File: src/rtl/bfm_ram.sv
module bfm_ram #(
    parameter int WIDTH = 8,
    parameter int DEPTH = 256
) (
    input  logic                     clk,
    input  logic                     we,
    input  logic [$clog2(DEPTH)-1:0] waddr,
    input  logic [WIDTH-1:0]         wdata,
    input  logic                     re,
    input  logic [$clog2(DEPTH)-1:0] raddr,
    output logic [WIDTH-1:0]         rdata
);

    logic [WIDTH-1:0] mem [DEPTH];
    logic [WIDTH-1:0] rdata_reg;

    // read-first: a read and a write of one entry in the same cycle return the old data
    always_ff @(posedge clk)
    begin
        if (re)
        begin
            rdata_reg <= mem[raddr];
        end
        if (we)
        begin
            mem[waddr] <= wdata;
        end
    end

    assign rdata = rdata_reg;

endmodule

File: config.mk
export PLATFORM = sky130hd
export DESIGN_NAME = bfm_ram
export DESIGN_NICKNAME = d
export VERILOG_FILES = /design/src/rtl/bfm_ram.sv
export SDC_FILE = /design/constraint.sdc
export NUM_CORES = 2
export LEC_CHECK = 0
export BUFFER_PORTS_ARGS = -buffer_cell sky130_fd_sc_hd__buf_2
export CAP_MARGIN = 20
export CORE_MARGIN = 2
export CORE_UTILIZATION = 40
export DETAILED_ROUTE_END_ITERATION = 10
export PLACE_DENSITY = 0.57
export SYNTH_ARGS = -nofsm -noshare
export SYNTH_HDL_FRONTEND = slang
export SYNTH_SLANG_ARGS = --single-unit
File: constraint.sdc
create_clock -name clk -period 3 [get_ports clk]
set_input_delay 0.3 -clock clk [delete_from_list [all_inputs] [get_ports clk]]
set_output_delay 0.3 -clock clk [all_outputs]
set_load 0.005 [all_outputs]
==> summary.txt <==
Worst IR Drop VDD: 593 µV
final wirelength: 208000 µm
Placed Cells: 6742
share of post-route cells with drive strength above 1: 0.303
num ports: 35
leading area contributor after synthesis: edfxtp_1
top cell type's share of synthesized area: 0.775
CP Data Arrival Time: 3.42 ns
Sink Count: 2056
Initial Util: 0.403
worst hold path endpoint: mem[200][0]$_DFFE_PP_
Area contributors post-synth: edfxtp_1 78%, mux4_2 13%, mux2i_1 1.7%, nor2_1 1.3%, a22oi_1 1.3%
via/cell ratio: 5.64
Crit Reg-Reg Startpoint: mem[246][0]$_DFFE_PP_
final worst-path setup slack: 0.173 ns
measured slew at the worst slew-check pin: 1.18 ns
Overflow after GRT: 0
r2r worst-path depth: 6
initial antenna violation count: 17
Iteration-0 DRC Markers: 4821
Worst Hold Depth: 1
hold_sp: wdata[0]
critical path class: flip-flop to flip-flop
total design power: 0.0604 W
Layout Nets: 4343
via count: 40162
flop and latch count out of synthesis: 2056
RSZ-0062 raised after global routing: no
GRT Overall Usage: 0.204
P&R area growth vs syn: 17.6%
Data required, critical path: 3.59 ns
Root Buffer: clkbuf_16
# setup viols final: 0
crit path from: mem[246][0]$_DFFE_PP_
CTS max path bufs: 3
Final Hold Viols: 0
die area: 203000 µm²
status: completed
CTS tree: built
Finished Core Util: 0.474
H-tree levels: 4
largest net degree at the start of global routing: 113
Largest register FFs: 2048
min-delay worst type: input pin to flip-flop
fraction of registers with async set or reset after synthesis: 0
row count: 163
number of max-cap violations: 0
cell area after synthesis: 79600 µm²
post-CTS setup buffer count: 0
syn avg cell area: 21.3 µm²
first-pass GRT wire length: 297000 µm
clk_lat worst skew: 0.84 ns
Die W: 450 µm
Post-synth EDFFs: 2056
R2R setup slack: 0.17 ns
Synth cell types: 54
Yosys warning total: 0
Reg clk slew, reported paths: 0.07 ns
post-synthesis sequential area ratio: 0.775
fin crit share: 0.942
Syn Inst Count: 3733
drt drc: 0
CORE AREA: 198000 µm²
vias in the first global route: 40693
max_slew headroom: 0.216
max-slew violation count: 0
Final ANT Viol Nets: 0
Layout Skew: 0.0489 ns
Post-Layout Cell Count: 7127
worst hold margin: 0.0242 ns
Post-Place Worst Slack: -0.607 ns
Crit. End Element: flip-flop
CP Launch Type: flip-flop
RePlAce Congestion: 0.833
min cycle time layout: 2.83 ns
Synth Flop Type: edfxtp_1
Fmax achieved: 0.354 GHz
P_leak: 29.9 nW
CTS buffer count: 204
Port Buf Inserts: 34
Detail Placement HPWL: 135000 µm
die height: 450 µm
peak fanout along the critical path: 1
Pwr Density: 646 nW/µm²
syn_nets: 3760
reg-to-reg endpoint: rdata[0]$_DFFE_PP_
1st-pass router iterations: 6
Routed WL per cell: 29.2 µm
Fill cells: 16229
==> metal layers <==
layer | track usage | vias to the layer above | wire length [µm]
met5 | 0 | - | 0
met3 | 0.0321 | 292 | 13600
met4 | 0.0577 | 0 | 5730
met1 | 0.290 | 21576 | 89200
li1 | - | 16873 | -
met2 | 0.326 | 1421 | 99600
==> Yosys cell counts, drive strengths merged (5+ instances only) <==
cell type	instances
edfxtp	2056
mux4	456
nor2	282
mux2i	134
a22oi	133
buf	122
clkbuf	111
a21oi	96
o221ai	47
nand3	34
nand2	33
nor2b	31
o22ai	28
nor4	27
nor3	22
a211oi	16
a221oi	14
o21ai	12
nand4	10
o211ai	10
a22o	8
nand2b	8
and2	6
a2111oi	5
o22a	5
o32ai	5
==> power breakdown <==
group / total (W) / internal [W] / switching (W)
Combinational: 0.00322 / 0.00123 / 0.00199
Clock: 0.0255 / 0.0147 / 0.0108
Sequential: 0.0317 / 0.0317 / 0.0000355
==> critical path, stage by stage, from the launching register on <==
cell and delay, ns:
edfxtp_1 0.39, mux4_2 0.48, a22oi_1 0.24, a21oi_1 0.29
nor4_1 0.90, buf_4 0.25, nor4_2 0.04
==> worst max path at each step <==
stage                               to  depth (start not counted)
CTS                 rdata[0]$_DFFE_PP_                          6
detailed placement  rdata[6]$_DFFE_PP_                         10
floorplan           rdata[2]$_DFFE_PP_                          9
global route        rdata[6]$_DFFE_PP_                          7
finish              rdata[0]$_DFFE_PP_                          6
global placement    rdata[6]$_DFFE_PP_                         10
==> logic make-up (layout without fill, tap and decap cells) <==
logic type,count (synthesis),count (layout),share of synthesized area
compound gates,385,385,0.0342
buf+inv,235,985,0.0183
flops,2056,2056,0.775
mux,591,591,0.146
other cells,0,4,0
simple gates,466,466,0.0263
==> layout by cell type (no fill, tap or decap), types with 13 or more instances in the layout <==
master,count
clkbuf_16,209
bufinv_16,23
mux4_2,454
a211oi_1,16
buf_2,22
mux2i_1,134
clkbuf_1,48
nor2_1,279
buf_12,63
a22oi_1,133
a221oi_1,13
nor2b_1,28
a21oi_1,96
nor4_1,24
clkinv_1,48
nand3_1,28
buf_4,507
o22ai_1,28
edfxtp_1,2056
nor3_1,22
nand2_1,33
clkinv_2,28
o221ai_1,46
==> timing repair <==
action                                  in CTS  in global routing
endpoints found under the hold margin      252                  0
gates resized for setup                      1                  0
endpoints found under the setup margin       1                  0
hold buffers                                 8                  0
==> final cells by class <==
cell class | instances | area (µm²) | share of cell area
Inverter | 2 | 7.51 | 0.0000802
Antenna cell | 4 | 10.0 | 0.000107
Multi-Input combinational cell | 1442 | 16500 | 0.177
Clock inverter | 116 | 1230 | 0.0132
Clock buffer | 257 | 5410 | 0.0578
Timing Repair Buffer | 610 | 5410 | 0.0578
Tap cell | 2640 | 3300 | 0.0353
Sequential cell | 2056 | 61700 | 0.659
==> per-stage QoR <==
stage | area, µm² | TNS [ns]
after CTS | 93600 | 0
after floorplan | 79600 | 0
final | 93600 | 0
after detailed placement | 86900 | -2.43
after global placement | 86900 | -2.41
after global routing | 93600 | 0
No activity file was read; power rests on OpenSTA's default activity.
